### config.mk
export PLATFORM = sky130hd
export DESIGN_NAME = rgb_to_xterm256_index_core
export DESIGN_NICKNAME = d
export VERILOG_FILES = /design/src/design/rgbx_pkg.sv /design/src/design/rgbx_chan_quant.sv /design/src/design/rgb_to_xterm256_index_core.sv
export SDC_FILE = /design/constraint.sdc
export NUM_CORES = 1
export LEC_CHECK = 0
export BUFFER_PORTS_ARGS = -buffer_cell sky130_fd_sc_hd__buf_2
export CAP_MARGIN = 20
export CORE_MARGIN = 2
export CORE_UTILIZATION = 65
export DETAILED_ROUTE_END_ITERATION = 8
export GPL_TIMING_DRIVEN = 0
export PLACE_DENSITY = 0.82
export SLEW_MARGIN = 5
export SYNTH_ARGS = -nofsm -noshare
export SYNTH_HDL_FRONTEND = slang
export SYNTH_HIERARCHICAL = 1
export SYNTH_SLANG_ARGS = --single-unit
### constraint.sdc
create_clock -name i_clk -period 6.9 [get_ports i_clk]
set_clock_uncertainty 0.05 [all_clocks]
set_input_delay 0.345 -clock i_clk [delete_from_list [all_inputs] [get_ports i_clk]]
set_output_delay 0.345 -clock i_clk [all_outputs]
set_load 0.1 [all_outputs]
### src/design/rgbx_pkg.sv
// Shared types and palette constants for the RGB to xterm-256 index pipeline.
package rgbx_pkg;

    // Nearest cube level of one channel and the absolute distance to it (never above 47).
    typedef struct packed {
        logic [2:0] lvl;
        logic [5:0] gap;
    } t_chan_q;

    localparam int CUBE_LEVELS = 6;

    localparam logic [7:0] CUBE_LEVEL [CUBE_LEVELS] = '{
        8'd0, 8'd95, 8'd135, 8'd175, 8'd215, 8'd255
    };

    // A channel value at or above LVL_THRESH[i] is nearer to level i+1 than to level i.
    // Exact midpoints go to the upper level, which is the higher candidate.
    localparam logic [7:0] LVL_THRESH [CUBE_LEVELS-1] = '{
        8'd48, 8'd115, 8'd155, 8'd195, 8'd235
    };

    localparam logic [7:0] CUBE_R_STRIDE = 8'd36;
    localparam logic [7:0] CUBE_G_STRIDE = 8'd6;

    // Grey ramp: value GREY_FIRST + GREY_STEP*k, k = 0..GREY_LAST_K
    localparam logic [7:0] GREY_FIRST  = 8'd8;
    localparam logic [7:0] GREY_STEP   = 8'd10;
    localparam logic [4:0] GREY_LAST_K = 5'd23;

    // floor(x/10) = (x*205) >> 11 for every 8-bit x
    localparam logic [15:0] GREY_RECIP       = 16'd205;
    localparam int          GREY_RECIP_SHIFT = 11;

    localparam logic [7:0] CUBE_BASE = 8'd16;
    localparam logic [7:0] GREY_BASE = 8'd232;

    // Distance a winner has to beat; the result falls back to CUBE_BASE otherwise.
    localparam logic [9:0] START_BOUND = 10'd240;

endpackage

### src/design/rgbx_chan_quant.sv
// Per-channel quantizer: nearest xterm cube level and its absolute distance.
module rgbx_chan_quant (
    input  logic [7:0]        i_x,
    output rgbx_pkg::t_chan_q o_q
);

    logic [2:0] w_lvl;
    logic [7:0] w_level;
    logic [7:0] w_diff;

    always_comb begin
        w_lvl = 3'd0;
        for (int i = 0; i < rgbx_pkg::CUBE_LEVELS - 1; i++) begin
            w_lvl = w_lvl + 3'(i_x >= rgbx_pkg::LVL_THRESH[i]);
        end
    end

    assign w_level = rgbx_pkg::CUBE_LEVEL[w_lvl];
    assign w_diff  = (i_x >= w_level) ? (i_x - w_level) : (w_level - i_x);

    assign o_q.lvl = w_lvl;
    assign o_q.gap = w_diff[5:0];

endmodule

### src/design/rgb_to_xterm256_index_core.sv
// Top level: nearest xterm-256 palette index (sum of absolute differences) for one RGB pixel.
//
//   channel | valid   | ready   | payload
//   --------+---------+---------+------------------------------
//   pixel   | i_valid | o_ready | i_red, i_green, i_blue
//   index   | o_valid | i_ready | o_palette_index
//
// Four register stages; one pixel per cycle while the output is not stalled.
// Stage 1 quantizes each channel to the cube and takes the median, stage 2 picks the
// two grey entries around the median, stage 3 scores them, stage 4 chooses the winner.
// Reset clears the stage valid bits only. A stage loads when it is empty or moving on,
// so bubbles close up behind a stalled output and nothing is dropped or repeated.
module rgb_to_xterm256_index_core (
    input  logic       i_clk,
    input  logic       i_rst_n,
    input  logic       i_valid,
    output logic       o_ready,
    input  logic [7:0] i_red,
    input  logic [7:0] i_green,
    input  logic [7:0] i_blue,
    output logic       o_valid,
    input  logic       i_ready,
    output logic [7:0] o_palette_index
);

    function automatic logic [7:0] f_abs_diff(input logic [7:0] a, input logic [7:0] b);
        return (a > b) ? (a - b) : (b - a);
    endfunction

    // stage enables
    logic w_en1, w_en2, w_en3, w_en4;
    logic r_v1, r_v2, r_v3, r_v4;

    assign w_en4   = !r_v4 || i_ready;
    assign w_en3   = !r_v3 || w_en4;
    assign w_en2   = !r_v2 || w_en3;
    assign w_en1   = !r_v1 || w_en2;
    assign o_ready = w_en1;
    assign o_valid = r_v4;

    always_ff @(posedge i_clk) begin
        if (!i_rst_n) begin
            r_v1 <= 1'b0;
            r_v2 <= 1'b0;
            r_v3 <= 1'b0;
            r_v4 <= 1'b0;
        end else begin
            if (w_en1) r_v1 <= i_valid;
            if (w_en2) r_v2 <= r_v1;
            if (w_en3) r_v3 <= r_v2;
            if (w_en4) r_v4 <= r_v3;
        end
    end

    // ---------------- stage 1: cube quantization, median ----------------
    rgbx_pkg::t_chan_q n_s1_q_red, n_s1_q_green, n_s1_q_blue;
    logic [7:0] w_min_rg, w_max_rg, w_min_mb, n_s1_median;

    rgbx_chan_quant u_q_red   (.i_x(i_red),   .o_q(n_s1_q_red));
    rgbx_chan_quant u_q_green (.i_x(i_green), .o_q(n_s1_q_green));
    rgbx_chan_quant u_q_blue  (.i_x(i_blue),  .o_q(n_s1_q_blue));

    assign w_min_rg    = (i_red < i_green) ? i_red : i_green;
    assign w_max_rg    = (i_red < i_green) ? i_green : i_red;
    assign w_min_mb    = (w_max_rg < i_blue) ? w_max_rg : i_blue;
    assign n_s1_median = (w_min_rg > w_min_mb) ? w_min_rg : w_min_mb;

    logic [7:0] r_s1_red, r_s1_green, r_s1_blue, r_s1_median;
    rgbx_pkg::t_chan_q r_s1_q_red, r_s1_q_green, r_s1_q_blue;

    always_ff @(posedge i_clk) begin
        if (w_en1) begin
            r_s1_red     <= i_red;
            r_s1_green   <= i_green;
            r_s1_blue    <= i_blue;
            r_s1_median  <= n_s1_median;
            r_s1_q_red   <= n_s1_q_red;
            r_s1_q_green <= n_s1_q_green;
            r_s1_q_blue  <= n_s1_q_blue;
        end
    end

    // ---------------- stage 2: cube index and distance, grey bracket ----------------
    // The grey distance is convex in the ramp value with its minimum at the median,
    // so only the ramp entries just below and just above the median can win.
    logic [7:0]  w_m_off;
    logic [15:0] w_prod;
    logic [4:0]  w_k_raw;
    logic [4:0]  n_s2_k_lo, n_s2_k_hi;
    logic [7:0]  n_s2_cube_idx, n_s2_cube_dist;

    assign w_m_off = (r_s1_median >= rgbx_pkg::GREY_FIRST) ?
                     (r_s1_median - rgbx_pkg::GREY_FIRST) : 8'd0;
    assign w_prod  = 16'(w_m_off) * rgbx_pkg::GREY_RECIP;
    assign w_k_raw = w_prod[rgbx_pkg::GREY_RECIP_SHIFT +: 5];

    assign n_s2_k_lo = (w_k_raw > rgbx_pkg::GREY_LAST_K) ? rgbx_pkg::GREY_LAST_K : w_k_raw;
    assign n_s2_k_hi = (n_s2_k_lo == rgbx_pkg::GREY_LAST_K) ? n_s2_k_lo : (n_s2_k_lo + 5'd1);

    assign n_s2_cube_idx  = 8'(r_s1_q_red.lvl) * rgbx_pkg::CUBE_R_STRIDE
                          + 8'(r_s1_q_green.lvl) * rgbx_pkg::CUBE_G_STRIDE
                          + 8'(r_s1_q_blue.lvl) + rgbx_pkg::CUBE_BASE;
    assign n_s2_cube_dist = 8'(r_s1_q_red.gap) + 8'(r_s1_q_green.gap)
                          + 8'(r_s1_q_blue.gap);

    logic [7:0] r_s2_red, r_s2_green, r_s2_blue, r_s2_cube_idx, r_s2_cube_dist;
    logic [4:0] r_s2_k_lo, r_s2_k_hi;

    always_ff @(posedge i_clk) begin
        if (w_en2) begin
            r_s2_red       <= r_s1_red;
            r_s2_green     <= r_s1_green;
            r_s2_blue      <= r_s1_blue;
            r_s2_cube_idx  <= n_s2_cube_idx;
            r_s2_cube_dist <= n_s2_cube_dist;
            r_s2_k_lo      <= n_s2_k_lo;
            r_s2_k_hi      <= n_s2_k_hi;
        end
    end

    // ---------------- stage 3: score both grey entries ----------------
    logic [7:0] w_grey_lo, w_grey_hi;
    logic [9:0] n_s3_d_lo, n_s3_d_hi;

    assign w_grey_lo = rgbx_pkg::GREY_FIRST + 8'(r_s2_k_lo) * rgbx_pkg::GREY_STEP;
    assign w_grey_hi = rgbx_pkg::GREY_FIRST + 8'(r_s2_k_hi) * rgbx_pkg::GREY_STEP;

    assign n_s3_d_lo = 10'(f_abs_diff(r_s2_red, w_grey_lo))
                     + 10'(f_abs_diff(r_s2_green, w_grey_lo))
                     + 10'(f_abs_diff(r_s2_blue, w_grey_lo));
    assign n_s3_d_hi = 10'(f_abs_diff(r_s2_red, w_grey_hi))
                     + 10'(f_abs_diff(r_s2_green, w_grey_hi))
                     + 10'(f_abs_diff(r_s2_blue, w_grey_hi));

    logic [7:0] r_s3_cube_idx, r_s3_cube_dist;
    logic [4:0] r_s3_k_lo, r_s3_k_hi;
    logic [9:0] r_s3_d_lo, r_s3_d_hi;

    always_ff @(posedge i_clk) begin
        if (w_en3) begin
            r_s3_cube_idx  <= r_s2_cube_idx;
            r_s3_cube_dist <= r_s2_cube_dist;
            r_s3_k_lo      <= r_s2_k_lo;
            r_s3_k_hi      <= r_s2_k_hi;
            r_s3_d_lo      <= n_s3_d_lo;
            r_s3_d_hi      <= n_s3_d_hi;
        end
    end

    // ---------------- stage 4: final choice ----------------
    // Ties go to the higher candidate: upper grey over lower grey, grey over cube.
    logic       w_hi_wins, w_grey_wins;
    logic [4:0] w_k;
    logic [9:0] w_d_grey, w_best_dist;
    logic [7:0] w_idx, n_s4_index;

    assign w_hi_wins   = (r_s3_d_hi <= r_s3_d_lo);
    assign w_k         = w_hi_wins ? r_s3_k_hi : r_s3_k_lo;
    assign w_d_grey    = w_hi_wins ? r_s3_d_hi : r_s3_d_lo;
    assign w_grey_wins = (w_d_grey <= 10'(r_s3_cube_dist));
    assign w_best_dist = w_grey_wins ? w_d_grey : 10'(r_s3_cube_dist);
    assign w_idx       = w_grey_wins ? (rgbx_pkg::GREY_BASE + 8'(w_k)) : r_s3_cube_idx;
    assign n_s4_index  = (w_best_dist < rgbx_pkg::START_BOUND) ? w_idx : rgbx_pkg::CUBE_BASE;

    logic [7:0] r_s4_index;

    always_ff @(posedge i_clk) begin
        if (w_en4) begin
            r_s4_index <= n_s4_index;
        end
    end

    assign o_palette_index = r_s4_index;

endmodule

Word-level counts from Yosys, hierarchy flattened
Memories as Yosys holds them, arrays and structs flattened.
Cells that the tools add are included.
{"block": "classes", "add_sub_neg": 44, "multipliers": 5, "div_mod_pow": 0, "n_lt_le_gt_ge": 35, "eq_ne": 1, "shifts": 0, "muxes": 26, "bitwise": 3, "reduce_logical": 8}
{"cell": "two-way mux 8 bit", "count": 18}
{"cell": "subtractor 8 bit", "count": 12}
{"cell": ">= comparator 8 bit (second input constant)", "count": 9}
{"cell": "greater-than comparator 8 bit", "count": 7}
{"cell": "subtractor 6 bit", "count": 6}
{"cell": "adder 3 x 1 -> 3 bit", "count": 9}
{"cell": ">= comparator 8 x 6 -> 1 bit (second input constant)", "count": 3}
{"cell": ">= comparator 8 x 7 -> 1 bit (second input constant)", "count": 3}
{"cell": ">= comparator 8 bit", "count": 3}
{"cell": "adder 9 x 8 -> 10 bit", "count": 2}
{"cell": "two-way mux 10 bit", "count": 2}
{"cell": "adder 8 x 8 -> 9 bit", "count": 2}
{"cell": "two-way mux 6 bit", "count": 3}
{"cell": "adder 4 x 8 -> 8 bit (first input constant)", "count": 2}
{"cell": "less-than comparator 8 bit", "count": 2}
{"cell": "multiplier 8 x 8 -> 16 bit (second input constant)", "count": 1}
{"cell": "two-way mux 5 bit", "count": 3}
{"cell": "multiplier 5 x 3 -> 7 bit (second input constant)", "count": 2}
{"cell": ">= comparator 4 bit (second input constant)", "count": 3}
{"cell": "inverter 3 -> 4 bit", "count": 3}
{"cell": "<= comparator 10 bit", "count": 1}
{"cell": "<= comparator 10 x 8 -> 1 bit", "count": 1}
{"cell": "less-than comparator 10 x 8 -> 1 bit (second input constant)", "count": 1}
{"cell": "adder 7 x 6 -> 8 bit", "count": 1}
{"cell": "15 further kinds", "count": 23}
{"block": "word_totals", "register_bits": 167, "latch_bits": 0, "ram_bits": 0, "mem_bits_ro": 192, "inputBits": 28, "out_inout_bits": 10, "wordCells": 153, "mem_count": 3}
{"name": "(name not given)", "depth": 8, "width": 8, "read_ports": 1, "rd_clocked_by_memory_dff": 0, "wr": 0, "line": "rgbx_chan_quant.sv:18", "text": "assign w_level = rgbx_pkg::CUBE_LEVEL[w_lvl];"}
{"name": "(name not given)", "depth": 8, "width": 8, "read_ports": 1, "rd_clocked_by_memory_dff": 0, "wr": 0, "line": "rgbx_chan_quant.sv:18"}
{"name": "(name not given)", "depth": 8, "width": 8, "read_ports": 1, "rd_clocked_by_memory_dff": 0, "wr": 0, "line": "rgbx_chan_quant.sv:18"}

Logic depth before layout (Yosys ltp)
Gate-level depths: netlist of the first run.
{"block": "depth", "word_depth": 11, "depth_mapped": 27, "depth_no_buf": 25}

Cells and area by module
The synthesis of the first run kept the hierarchy.
{"module": "rgb_to_xterm256_index_core", "n_inst": 1, "cells_each": 1293, "area_per_inst_um2": 13671.9, "seq_area_each_um2": 4944.7}
{"module": "rgbx_chan_quant", "n_inst": 3, "cells_each": 76, "area_per_inst_um2": 648.1, "seq_area_each_um2": 0.0}

Worst setup path before layout of the first run
OpenSTA, ideal clock, no wires.
{"block": "synth_timing", "kind": "register to register", "from": "register r_s2_k_lo[1]", "to": "register r_s3_d_lo[9], data pin", "setup_ns": 0.255, "arrival_time_ns": 5.297, "required_ns": 6.595, "path_slack_ns": 1.298, "stages_incl_launch_ff": 26, "n_path_buf": 2, "synth_period_minus_slack_ns": 5.602, "cell_sequence": "edfxtp_1 > ha_1 > ha_1 > inv_1 > fa_1 > nand3b_1 > xor2_1 > ha_1 > buf_2 > nand4_1 > or3_1 > buf_2 > o21ai_1 > mux2_1 > fa_1 > inv_1 > ha_1 > inv_1 > fa_1 > inv_1 > a21oi_1 > o21ai_0 > a21o_1 > a21o_1 > a21oi_1 > nor2b_1"}
{"block": "synth_via", "elab_chain_len": 6}
{"item": "start: declaration", "line": "rgb_to_xterm256_index_core.sv:107", "text": "logic [4:0] r_s2_k_lo, r_s2_k_hi;"}
{"item": "start signal: assignment", "line": "rgb_to_xterm256_index_core.sv:116", "text": "r_s2_k_lo <= n_s2_k_lo;"}
{"item": "multiplier 5 x 3 -> 7 bit (*)", "line": "rgb_to_xterm256_index_core.sv:125", "text": "assign w_grey_lo = rgbx_pkg::GREY_FIRST + 8'(r_s2_k_lo) * rgbx_pkg::GREY_STEP;"}
{"item": "adder 4 x 8 -> 8 bit (*)", "line": "rgb_to_xterm256_index_core.sv:125"}
{"item": "subtractor 8 bit / greater-than comparator 8 bit (equally long branches)", "line": "rgb_to_xterm256_index_core.sv:27", "text": "return (a > b) ? (a - b) : (b - a);"}
{"item": "two-way mux 8 bit", "line": "rgb_to_xterm256_index_core.sv:27"}
{"item": "adder 8 x 8 -> 9 bit", "line": "rgb_to_xterm256_index_core.sv:129", "text": "+ 10'(f_abs_diff(r_s2_green, w_grey_lo))"}
{"item": "adder 9 x 8 -> 10 bit (*)", "line": "rgb_to_xterm256_index_core.sv:130", "text": "+ 10'(f_abs_diff(r_s2_blue, w_grey_lo));"}
{"item": "via n_s3_d_lo[9]", "line": "rgb_to_xterm256_index_core.sv:123", "text": "logic [9:0] n_s3_d_lo, n_s3_d_hi;"}
{"item": "end signal: assignment", "line": "rgb_to_xterm256_index_core.sv:145", "text": "r_s3_d_lo <= n_s3_d_lo;"}
{"item": "end: declaration", "line": "rgb_to_xterm256_index_core.sv:137", "text": "logic [9:0] r_s3_d_lo, r_s3_d_hi;"}
The timed path passes the listed nets; every way through them passes the cells marked *.
A chain may end at the register's enable or synchronous reset.

Final worst setup path of the first run
{"block": "layout_timing", "from": "register r_s2_k_hi[0]", "to": "register r_s3_d_hi[8], data pin"}
{"block": "layout_via", "elab_chain_len": 6}
{"item": "start: declaration", "line": "rgb_to_xterm256_index_core.sv:107"}
{"item": "start signal: assignment", "line": "rgb_to_xterm256_index_core.sv:117", "text": "r_s2_k_hi <= n_s2_k_hi;"}
{"item": "multiplier 5 x 3 -> 7 bit (*)", "line": "rgb_to_xterm256_index_core.sv:126", "text": "assign w_grey_hi = rgbx_pkg::GREY_FIRST + 8'(r_s2_k_hi) * rgbx_pkg::GREY_STEP;"}
{"item": "adder 4 x 8 -> 8 bit (*)", "line": "rgb_to_xterm256_index_core.sv:126"}
{"item": "subtractor 8 bit / greater-than comparator 8 bit (equally long branches)", "line": "rgb_to_xterm256_index_core.sv:27"}
{"item": "two-way mux 8 bit", "line": "rgb_to_xterm256_index_core.sv:27"}
{"item": "adder 8 x 8 -> 9 bit", "line": "rgb_to_xterm256_index_core.sv:132", "text": "+ 10'(f_abs_diff(r_s2_green, w_grey_hi))"}
{"item": "adder 9 x 8 -> 10 bit (*)", "line": "rgb_to_xterm256_index_core.sv:133", "text": "+ 10'(f_abs_diff(r_s2_blue, w_grey_hi));"}
{"item": "via n_s3_d_hi[8]", "line": "rgb_to_xterm256_index_core.sv:123"}
{"item": "end signal: assignment", "line": "rgb_to_xterm256_index_core.sv:146", "text": "r_s3_d_hi <= n_s3_d_hi;"}
{"item": "end: declaration", "line": "rgb_to_xterm256_index_core.sv:137"}
Marks and branches as above.

==> results of run 1 <==
-- worst max-delay path by stage --
| stage | endpoint | slack, ns |
|---|---|---|
| after global placement | r_s1_median[0]$_DFFE_PP_ | 0.09 |
| after floorplan | r_s3_d_lo[9]$_DFFE_PP_ | 1.30 |
| final | r_s3_d_hi[8]$_DFFE_PP_ | 0.46 |
| after CTS | r_s3_d_lo[9]$_DFFE_PP_ | 0.35 |
| after detailed placement | r_s1_median[0]$_DFFE_PP_ | 0.02 |
| after global routing | r_s1_median[2]$_DFFE_PP_ | 0.002 |
-- Yosys cell counts, types with 24 or more instances --
cell type  instances
nor2b_1           24
edfxtp_1         162
xnor2_1           44
fa_1              64
mux2i_1           41
ha_1             250
nor2_1            41
inv_1            247
xor2_1            31
nand2_1           83
a21o_1            47
o21ai_0           53
a21oi_1           93
-- flip-flops by register name, summed over array words and instances (netlist names), 9 cells and up --
signal        flops
r_s3_d_lo        10
r_s1_q_blue       9
r_s1_q_green      9
r_s1_q_red        9
r_s3_d_hi         9
-- cell families after synthesis --
family | count (synthesis)
compound gates | 357
fa+ha+maj | 314
simple gates | 281
buf+inv | 270
flops | 166
xor+xnor | 75
mux | 58
-- worst register-to-register path: stages (launching register included) --
cell and delay, ns:
edfxtp_1 0.72, ha_1 0.25, ha_1 0.17, inv_1 0.06
fa_1 0.38, xor2_1 0.18, nor3b_1 0.31, xnor2_1 0.15
xnor2_1 0.43, ha_1 0.38, nand4_1 0.10, o22ai_1 0.11
a31oi_4 0.39, mux2_2 0.42, a221o_1 0.38, a221oi_2 0.26
xnor2_1 0.24, fa_1 0.47, ha_1 0.36, a21oi_1 0.13
o21ai_0 0.12, xor2_1 0.16
-- what timing repair did --
item                                    CTS  global route
hold endpoints to repair                  0             0
resized for setup                         0             4
endpoints found under the setup margin    0            11
-- final cells by class --
cell class	count	share of cell area, %
Buffer	21	0.666
Inverter	248	5.51
Timing Repair Buffer	40	1.45
Tap cell	319	2.36
Multi-Input combinational cell	1085	57.1
Sequential cell	166	29.2
Clock buffer	17	2.52
Clock inverter	15	1.15
-- metal layers --
layer,share of wire (%),GRT usage [%],up-vias
met5,0,0,-
met4,4.0,13.2,0
met3,5.1,3.46,84
met2,49,50.5,379
met1,42,38.5,5481
li1,-,-,5562
-- placed cells by master, fill, tap and decap left out, drive strengths merged, types with 8 or more instances in the layout --
| cell | count |
|---|---|
| edfxtp | 162 |
| a21o | 50 |
| and4 | 8 |
| mux2 | 17 |
| o21bai | 11 |
| nand2 | 83 |
| a211oi | 19 |
| o211ai | 11 |
| nand3b | 9 |
| a222oi | 8 |
| o31ai | 8 |
| o21ai | 64 |
| nor2 | 41 |
| a21oi | 94 |
| nand4 | 22 |
| xnor2 | 44 |
| ha | 250 |
| o21a | 21 |
| a221oi | 11 |
| inv | 256 |
| clkbuf | 27 |
| o22ai | 11 |
| a31oi | 8 |
| and2 | 22 |
| nor3 | 19 |
| nor2b | 24 |
| fa | 64 |
| mux2i | 41 |
| xor2 | 31 |
| buf | 51 |
| nand3 | 14 |
-- stage by stage --
step / instance area [um2] / cells / hold WS [ns] / utilization [%]
2_1_floorplan: 15600 / 1521 / 0.350 / -
3_5_place_dp: 16300 / 1880 / 0.355 / 69.1
5_1_grt: 16900 / 1911 / 0.103 / 71.8
3_3_place_gp: 16200 / 1877 / 0.351 / 68.8
4_1_cts: 16900 / 1912 / 0.0734 / 71.7
6_report: 16900 / 1911 / 0.0899 / 71.8
==> metrics, run 1 <==
Hold Buf Count CTS=0; Final Hold Fails=0; Avg Cell Area, Syn=10.3 um2; Final Max Tran Viols=0; Main synth FF type=edfxtp_1; slowest stage cell, crit path=edfxtp_1; Worst R2R Path Depth=21; CP required=7.04 ns; H-tree depth=4; Hold Startpoint=i_valid; mux contribution to synthesized area=3.85%; grt ovf=0; FMAX=155 MHz; Warnings, synthesis=6; DRT Pass-1 Iters=7; Post-Synth Simple-Gate Area=9.37%; R2R setup slack=0.46 ns; via count=11500; 1st-iter DRT viols=707; worst-case clock buffer depth=2; Register Area=4940 um2; Synth cell types=72; Die Height=159 um; # rows=56; # setup viols final=0; r2r endpoint=r_s3_d_hi[8]$_DFFE_PP_; vias in the first global route=11700; Post-route DRC=0; first-pass GRT wire length=59500 um; Placeable Area=23500 um2; Seq cells post-synth=166; Crit path arrival time=6.58 ns; Area contributors post-synth=edfxtp_1 (31%), ha_1 (20%), fa_1 (8.2%); n_diodes=0; Synth area leader=edfxtp_1; Worst Hold Path EP=r_v1$_SDFFE_PN0P_; initial antenna violation count=0; share of the synthesized area in the top cell type=31.2%; Initial Util=66.3%; Ports=38; WP depth=21; sequential fraction of the synthesis area=31.7%; WL/cell=19.1 um; nets@finish=1921; final WL=36600 um; Mapped Area=15600 um2; Port Buffers=37; number of vias per cell=6.02; status=finished clean; Synth Area in XOR/XNOR=4.21%; Final min period=6.44 ns; Area growth syn-to-layout=8.26%; ys async rst share=0%; critical path's top delay family=adder cells; CP max FO=10; Cells on Worst Hold Path=3; critical path cell sequence=ha_1, ha_1, inv_1, fa_1, xor2_1, nor3b_1, xnor2_1, xnor2_1, ha_1, nand4_1, o22ai_1, a31oi_4, mux2_2, a221o_1, a221oi_2, xnor2_1, fa_1, ha_1, a21oi_1, o21ai_0, xor2_1; CP Capture Type=register; syn_nets=1863; largest net degree at the start of global routing=41; clock root buffer master=clkbuf_16; buffer count from post-CTS setup fixing=0; Syn Inst Count=1521; RSZ-0062 raised after global routing=no; CTS clock-pin slew for the worst setup and hold paths=0.08 ns; fin crit share=93.4%; latest clock arrival within the worst-skew pair=0.44 ns; pre-CTS setup slack=0.0183 ns; CP Class=register to register; GRT Util Overall=29.7%; setup_tns=0 ns; largest family of logic cells by synthesized area=adder cells; FILL cells=1701; CTS tree=built; reg2reg start=r_s2_k_hi[0]$_DFFE_PP_; share of cells above drive strength 1=8.04%; setup ws final=0.457 ns; slew margin rel.=49.4%; Post-synth EDFFs=162; CP bufs+invs=1; post-synthesis compound-gate area fraction=16.0%; crit-path max cell delay=0.72 ns; clk sink count=166; Worst setup SP type=register; Worst setup startpoint=r_s2_k_hi[0]$_DFFE_PP_; Max Cap Violations=0; area of the multi-input gates=9650 um2; crit-path most repeated cell=ha_1; Num CTS Buffers=17; Final GP Congestion=0.997; Hold WC Path Type=input port to register; Routed Antenna Nets=0; Die ar.=25300 um2; hpwl dp=29500 um; worst-margin pin slew=0.751 ns; post-synthesis adder-cell area fraction=28.2%; Die Wd=159 um
Power of run 1 is not shown: default switching activity piles up to over one toggle a cycle in this logic, so the estimate is an artifact.
==> inputs of run 2 (changes only) <==
==> constraint.sdc (replaced) <==
create_clock -name i_clk -period 6.9 [get_ports i_clk]
set_clock_uncertainty 0.05 [all_clocks]
set_input_delay 1.38 -clock i_clk [delete_from_list [all_inputs] [get_ports i_clk]]
set_output_delay 1.38 -clock i_clk [all_outputs]
set_load 0.1 [all_outputs]
==> run 2 against run 1 <==
- via count shrank 0.12%
- first-iteration DRC count is 1.8% lower
- hold slack improved by 0.28 ns
- global-route usage barely moved
- largest cell class unchanged
==> metrics, run 2 (synthesis gave the netlist of run 1 again) <==
nets@finish=1926; H-tree depth=4; CP endpoint=r_s1_median[0]$_DFFE_PP_; largest net degree at the start of global routing=41; DRT Pass-1 Iters=6; RSZ-0062 raised after global routing=no; first-pass GRT wire length=59500 um; CP required=7.05 ns; Routed Antenna Nets=0; Final Hold Fails=0; Final Cell Area=17000 um2; Die ar.=25300 um2; Die Height=159 um; Placeable Area=23500 um2; Final min period=6.54 ns; Die Wd=159 um; pre-CTS setup slack=-1.02 ns; CTS tree=built; area post-placement=16300 um2; Final Max Tran Viols=0; Area growth syn-to-layout=8.84%; n_diodes=0; # rows=56; Num CTS Buffers=17; Hold Buf Count CTS=0; # setup viols final=0; clock root buffer master=clkbuf_16; CP max FO=10; FMAX=153 MHz; Final GP Congestion=0.997; slew margin rel.=49.5%; Worst setup startpoint=i_green[5]; met2 global-route usage=50.6%; fin crit share=94.7%; Biggest register=r_s3_d_lo; initial antenna violation count=0; met3 global-route usage=3.54%; Post-route DRC=0; WL/cell=19.2 um; latest clock arrival within the worst-skew pair=0.44 ns; max FFs per register=10; CTS clock-pin slew for the worst setup and hold paths=0.07 ns; clk sink count=166; status=finished clean; R2R setup slack=0.45 ns; r2r endpoint=r_s3_d_hi[8]$_DFFE_PP_; setup ws final=0.364 ns; setup_tns=0 ns; number of vias per cell=6.00; CP Capture Type=register; Crit path arrival time=6.68 ns; worst-case clock buffer depth=2; Worst R2R Path Depth=21; 1st-iter DRT viols=694; GRT Max-Usage Layer=met2; met1 Usage GRT=38.4%; Max Cap Violations=0; hpwl dp=29500 um; CP Class=input port to register; vias in the first global route=11700; via count=11500; Hold Startpoint=r_s1_red[7]$_DFFE_PP_; Initial Util=66.3%; Hold WC Path Type=register to register; most frequent cells in the layout=ha_1 (250), inv_1 (246), edfxtp_1 (162); GRT Util Overall=29.7%; share of cells above drive strength 1=8.89%; final WL=36700 um; commonest non-fill, non-tap cell in the layout=ha_1; worst-margin pin slew=0.749 ns; grt ovf=0; Worst setup SP type=input port; reg2reg start=r_s2_k_hi[1]$_DFFE_PP_; Port Buffers=37; Ports=38
## run 2: changes by cell type in the layout (fill, tap and decap cells not counted), moves of 2 or more
cell	previous run	this run
a21oi_1	93	89
a21oi_2	1	4
buf_4	1	6
clkbuf_1	10	8
## run 2: worst min-delay path by stage
stage | end | slack, ns | cells after the start
2_1_floorplan | r_s2_blue[0]$_DFFE_PP_ | 0.35 | 0
3_3_place_gp | r_s2_red[1]$_DFFE_PP_ | 0.35 | 0
3_5_place_dp | r_s2_red[6]$_DFFE_PP_ | 0.36 | 0
4_1_cts | r_s2_red[7]$_DFFE_PP_ | 0.37 | 0
5_1_grt | r_s2_green[0]$_DFFE_PP_ | 0.38 | 0
6_report | r_s2_red[7]$_DFFE_PP_ | 0.37 | 0
## run 2: layer usage
layer | share of wire [%] | wire length, um | up-vias
met5 | 0 | 0 | -
met4 | 4.0 | 1460 | 0
met3 | 4.7 | 1720 | 85
met2 | 49 | 18000 | 357
met1 | 42 | 15600 | 5487
li1 | - | - | 5563
## run 2: through the flow
stage	util, %	cells	hold WS [ns]
6_report	72.2	1916	0.372
5_1_grt	72.2	1916	0.378
4_1_cts	71.8	1911	0.370
3_5_place_dp	69.1	1880	0.355
3_3_place_gp	68.8	1877	0.351
2_1_floorplan	-	1521	0.350
## run 2: critical path: stages
cell,delay (ns)
buf_2,0.22
inv_1,0.14
ha_1,0.31
a21o_1,0.19
a21o_1,0.18
a21oi_2,0.19
o21a_1,0.14
buf_2,0.21
clkbuf_4,0.25
nand2_1,0.07
o21ai_0,0.12
ha_1,0.31
a211oi_2,0.30
and3_1,0.20
o211ai_1,0.10
o211ai_1,0.16
and2_4,0.28
mux2i_1,0.10
ha_1,0.31
nand3_1,0.09
o21bai_1,0.17
a21o_1,0.19
a21oi_4,0.19
nand2b_2,0.21
o31ai_4,0.09
buf_12,0.14
a222oi_1,0.41
## run 2: repair_timing
action | 4_1_cts | 5_1_grt
pin swaps | 1 | 4
gates resized for setup | 5 | 11
buffers inserted | 0 | 6
setup endpoints to repair | 8 | 11
## run 2: area by class of cell
class,instances,area (um2)
Multi-Input combinational cell,1085,9690
Clock buffer,17,425
Timing Repair Buffer,46,303
Fill cell,1688,6550
Inverter,248,931
Tap cell,319,399
Clock inverter,15,194
Sequential cell,166,4940
Buffer,20,113
Power of run 2 is left out for the same reason.
==> inputs of run 3 (changes only) <==
--- a/config.mk
+++ b/config.mk
@@ -5,13 +5,14 @@
 export SDC_FILE = /design/constraint.sdc
 export NUM_CORES = 1
 export LEC_CHECK = 0
+export ABC_AREA = 1
 export BUFFER_PORTS_ARGS = -buffer_cell sky130_fd_sc_hd__buf_2
 export CAP_MARGIN = 20
 export CORE_MARGIN = 2
-export CORE_UTILIZATION = 65
+export CORE_UTILIZATION = 59
 export DETAILED_ROUTE_END_ITERATION = 8
 export GPL_TIMING_DRIVEN = 0
-export PLACE_DENSITY = 0.82
+export PLACE_DENSITY = 0.79
 export SLEW_MARGIN = 5
 export SYNTH_ARGS = -nofsm -noshare
 export SYNTH_HDL_FRONTEND = slang
==> constraint.sdc (replaced) <==
create_clock -name i_clk -period 5.3 [get_ports i_clk]
set_clock_uncertainty 0.05 [all_clocks]
set_input_delay 1.06 -clock i_clk [delete_from_list [all_inputs] [get_ports i_clk]]
set_output_delay 1.06 -clock i_clk [all_outputs]
set_load 0.1 [all_outputs]
==> run 3 against run 2 <==
- the run now ends with setup timing left
- sequential share of layout area shrank 2.2 points
- highest routed layer unchanged
- count of clock-buffer cells in the layout grew 3
- final area grew 8.3%
- wire length grew 3.8%
==> metrics, run 3 <==
status=finished with violations; failing checks=setup timing; share of the synthesized area in the top cell type=30.4%; Worst Hold Path EP=r_s3_cube_dist[2]$_DFFE_PP_; Area growth syn-to-layout=15.0%; vias in the first global route=12400; ys async rst share=0%; GRT Util Overall=27.0%; WL/cell=16.6 um; mux contribution to synthesized area=0.743%; nets@finish=2287; CTS clock-pin slew for the worst setup and hold paths=0.07 ns; n_diodes=0; Avg Cell Area, Syn=8.80 um2; Final min period=5.41 ns; via count=12700; Num CTS Buffers=17; post-synthesis compound-gate area fraction=10.4%; reg2reg start=r_s2_k_hi[1]$_DFFE_PP_; commonest non-fill, non-tap cell in the layout=nand2_1; initial antenna violation count=0; Post-synth top cells=inv_1 (336), nand2_1 (336), ha_1 (250), edfxtp_1 (162), a21oi_1 (122); number of vias per cell=5.51; # rows=60; crit-path max cell delay=0.55 ns; Crit path arrival time=5.54 ns; fin crit share=102%; Routed Antenna Nets=0; Die Wd=169 um; syn_nets=2160; Port Buffers=37; share of cells above drive strength 1=18.3%; Ports=38; clk sink count=166; largest net degree at the start of global routing=45; Final Hold Fails=0; worst-margin pin slew=0.736 ns; # setup viols final=7; slowest stage cell, crit path=fa_1; first-pass GRT wire length=60600 um; critical path's top delay family=adder cells; DRT Pass-1 Iters=5; hpwl dp=29600 um; setup ws final=-0.109 ns; RSZ-0062 raised after global routing=yes; sequential fraction of the synthesis area=30.9%; grt ovf=0; Max Cap Violations=0; CTS tree=built; CP required=5.44 ns; CP max FO=5; CP Class=register to register; 1st-iter DRT viols=945; Hold Startpoint=r_s2_cube_dist[2]$_DFFE_PP_; post-synthesis adder-cell area fraction=27.6%; worst-case clock buffer depth=2; clock root buffer master=clkbuf_16; Placeable Area=26800 um2; Die ar.=28400 um2; max FFs per register=10; Worst R2R Path Depth=29; Biggest register=r_s3_d_lo; Hold WC Path Type=register to register; Final Max Tran Viols=0; r2r endpoint=r_s3_d_hi[8]$_DFFE_PP_; final WL=38100 um; Synth cell types=55; Die Height=169 um; largest family of logic cells by synthesized area=adder cells; crit-path most repeated cell=xnor2_2; Min Hold Slack=0.369 ns; WP depth=29; Post-Synth Simple-Gate Area=16.5%; Mapped Area=16000 um2; Post-synth EDFFs=162; Syn Inst Count=1818; H-tree depth=4; CP Capture Type=register; Synth Area in XOR/XNOR=4.98%; CP bufs+invs=5; Seq cells post-synth=166; slew margin rel.=50.6%; Worst setup SP type=register; Final GP Congestion=0.936; Cells on Worst Hold Path=0; Area contributors post-synth=edfxtp_1 (30%), ha_1 (20%), fa_1 (8.0%); latest clock arrival within the worst-skew pair=0.44 ns; Warnings, synthesis=6; Worst setup startpoint=r_s2_k_hi[1]$_DFFE_PP_; Synth area leader=edfxtp_1; FMAX=185 MHz; Main synth FF type=edfxtp_1; R2R setup slack=-0.11 ns; Post-route DRC=0; Initial Util=59.7%; most frequent cells in the layout=nand2_1 (323), inv_1 (316), ha_1 (227)
[run 3: cell types whose count changed after synthesis, sizes merged, moves of 29 or more]
cell | previous run | this run
inv | 248 | 339
nand2 | 83 | 362
o21ai | 64 | 103
nand3 | 14 | 71
xor2 | 31 | 60
mux2i | 41 | 4
a21oi | 94 | 126
nor2 | 41 | 114
a21o | 50 | 4
[run 3: metal layers]
| layer | vias up | global-route usage, % | part of all wire, % |
|---|---|---|---|
| met5 | - | 0 | 0 |
| met4 | 0 | 9.71 | 3.5 |
| met3 | 89 | 3.37 | 4.8 |
| met2 | 404 | 46.4 | 49 |
| li1 | 6236 | - | - |
| met1 | 5942 | 35.3 | 43 |
[run 3: worst max-delay path by stage]
stage / endpoint / slack, ns
final: r_s3_d_hi[8]$_DFFE_PP_ / -0.11
after global routing: r_s3_d_hi[8]$_DFFE_PP_ / -0.39
after detailed placement: r_s3_d_lo[8]$_DFFE_PP_ / -0.90
after floorplan: r_s3_d_lo[8]$_DFFE_PP_ / 0.006
after global placement: r_s3_d_lo[8]$_DFFE_PP_ / -0.72
after CTS: r_s3_d_hi[8]$_DFFE_PP_ / -0.09
[run 3: what timing repair did]
action	in CTS	in global routing
cloned	0	1
pin swaps	42	71
resized for setup	67	86
endpoints found under the hold margin	0	0
hold buffers	0	0
endpoints found under the setup margin	23	22
buffers inserted	44	26
[run 3: final cells by class]
cell class | instances | area [um2]
Buffer | 21 | 168
Clock buffer | 20 | 447
Clock inverter | 12 | 119
Fill cell | 2035 | 8400
Inverter | 339 | 1270
Multi-Input combinational cell | 1293 | 10200
Sequential cell | 166 | 4940
Tap cell | 341 | 427
Timing Repair Buffer | 107 | 769
[run 3: logic make-up after synthesis]
kind of cell / count (synthesis)
compound gates: 290
xor+xnor: 91
fa+ha+maj: 314
buf+inv: 360
flops: 166
mux: 11
simple gates: 586
[run 3: stage by stage]
step / setup WS (ns) / TNS (ns) / utilization [%] / std cells / area (um2)
after global placement: -0.718 / -8.79 / 62.2 / 2196 / 16700
after floorplan: 0.00634 / 0 / - / 1818 / 16100
after CTS: -0.0947 / -0.147 / 66.7 / 2274 / 17900
after global routing: -0.394 / -2.23 / 68.7 / 2299 / 18400
after detailed placement: -0.896 / -11.96 / 62.4 / 2199 / 16700
final: -0.109 / -0.469 / 68.7 / 2299 / 18400
Power of run 3 is left out for the same reason.
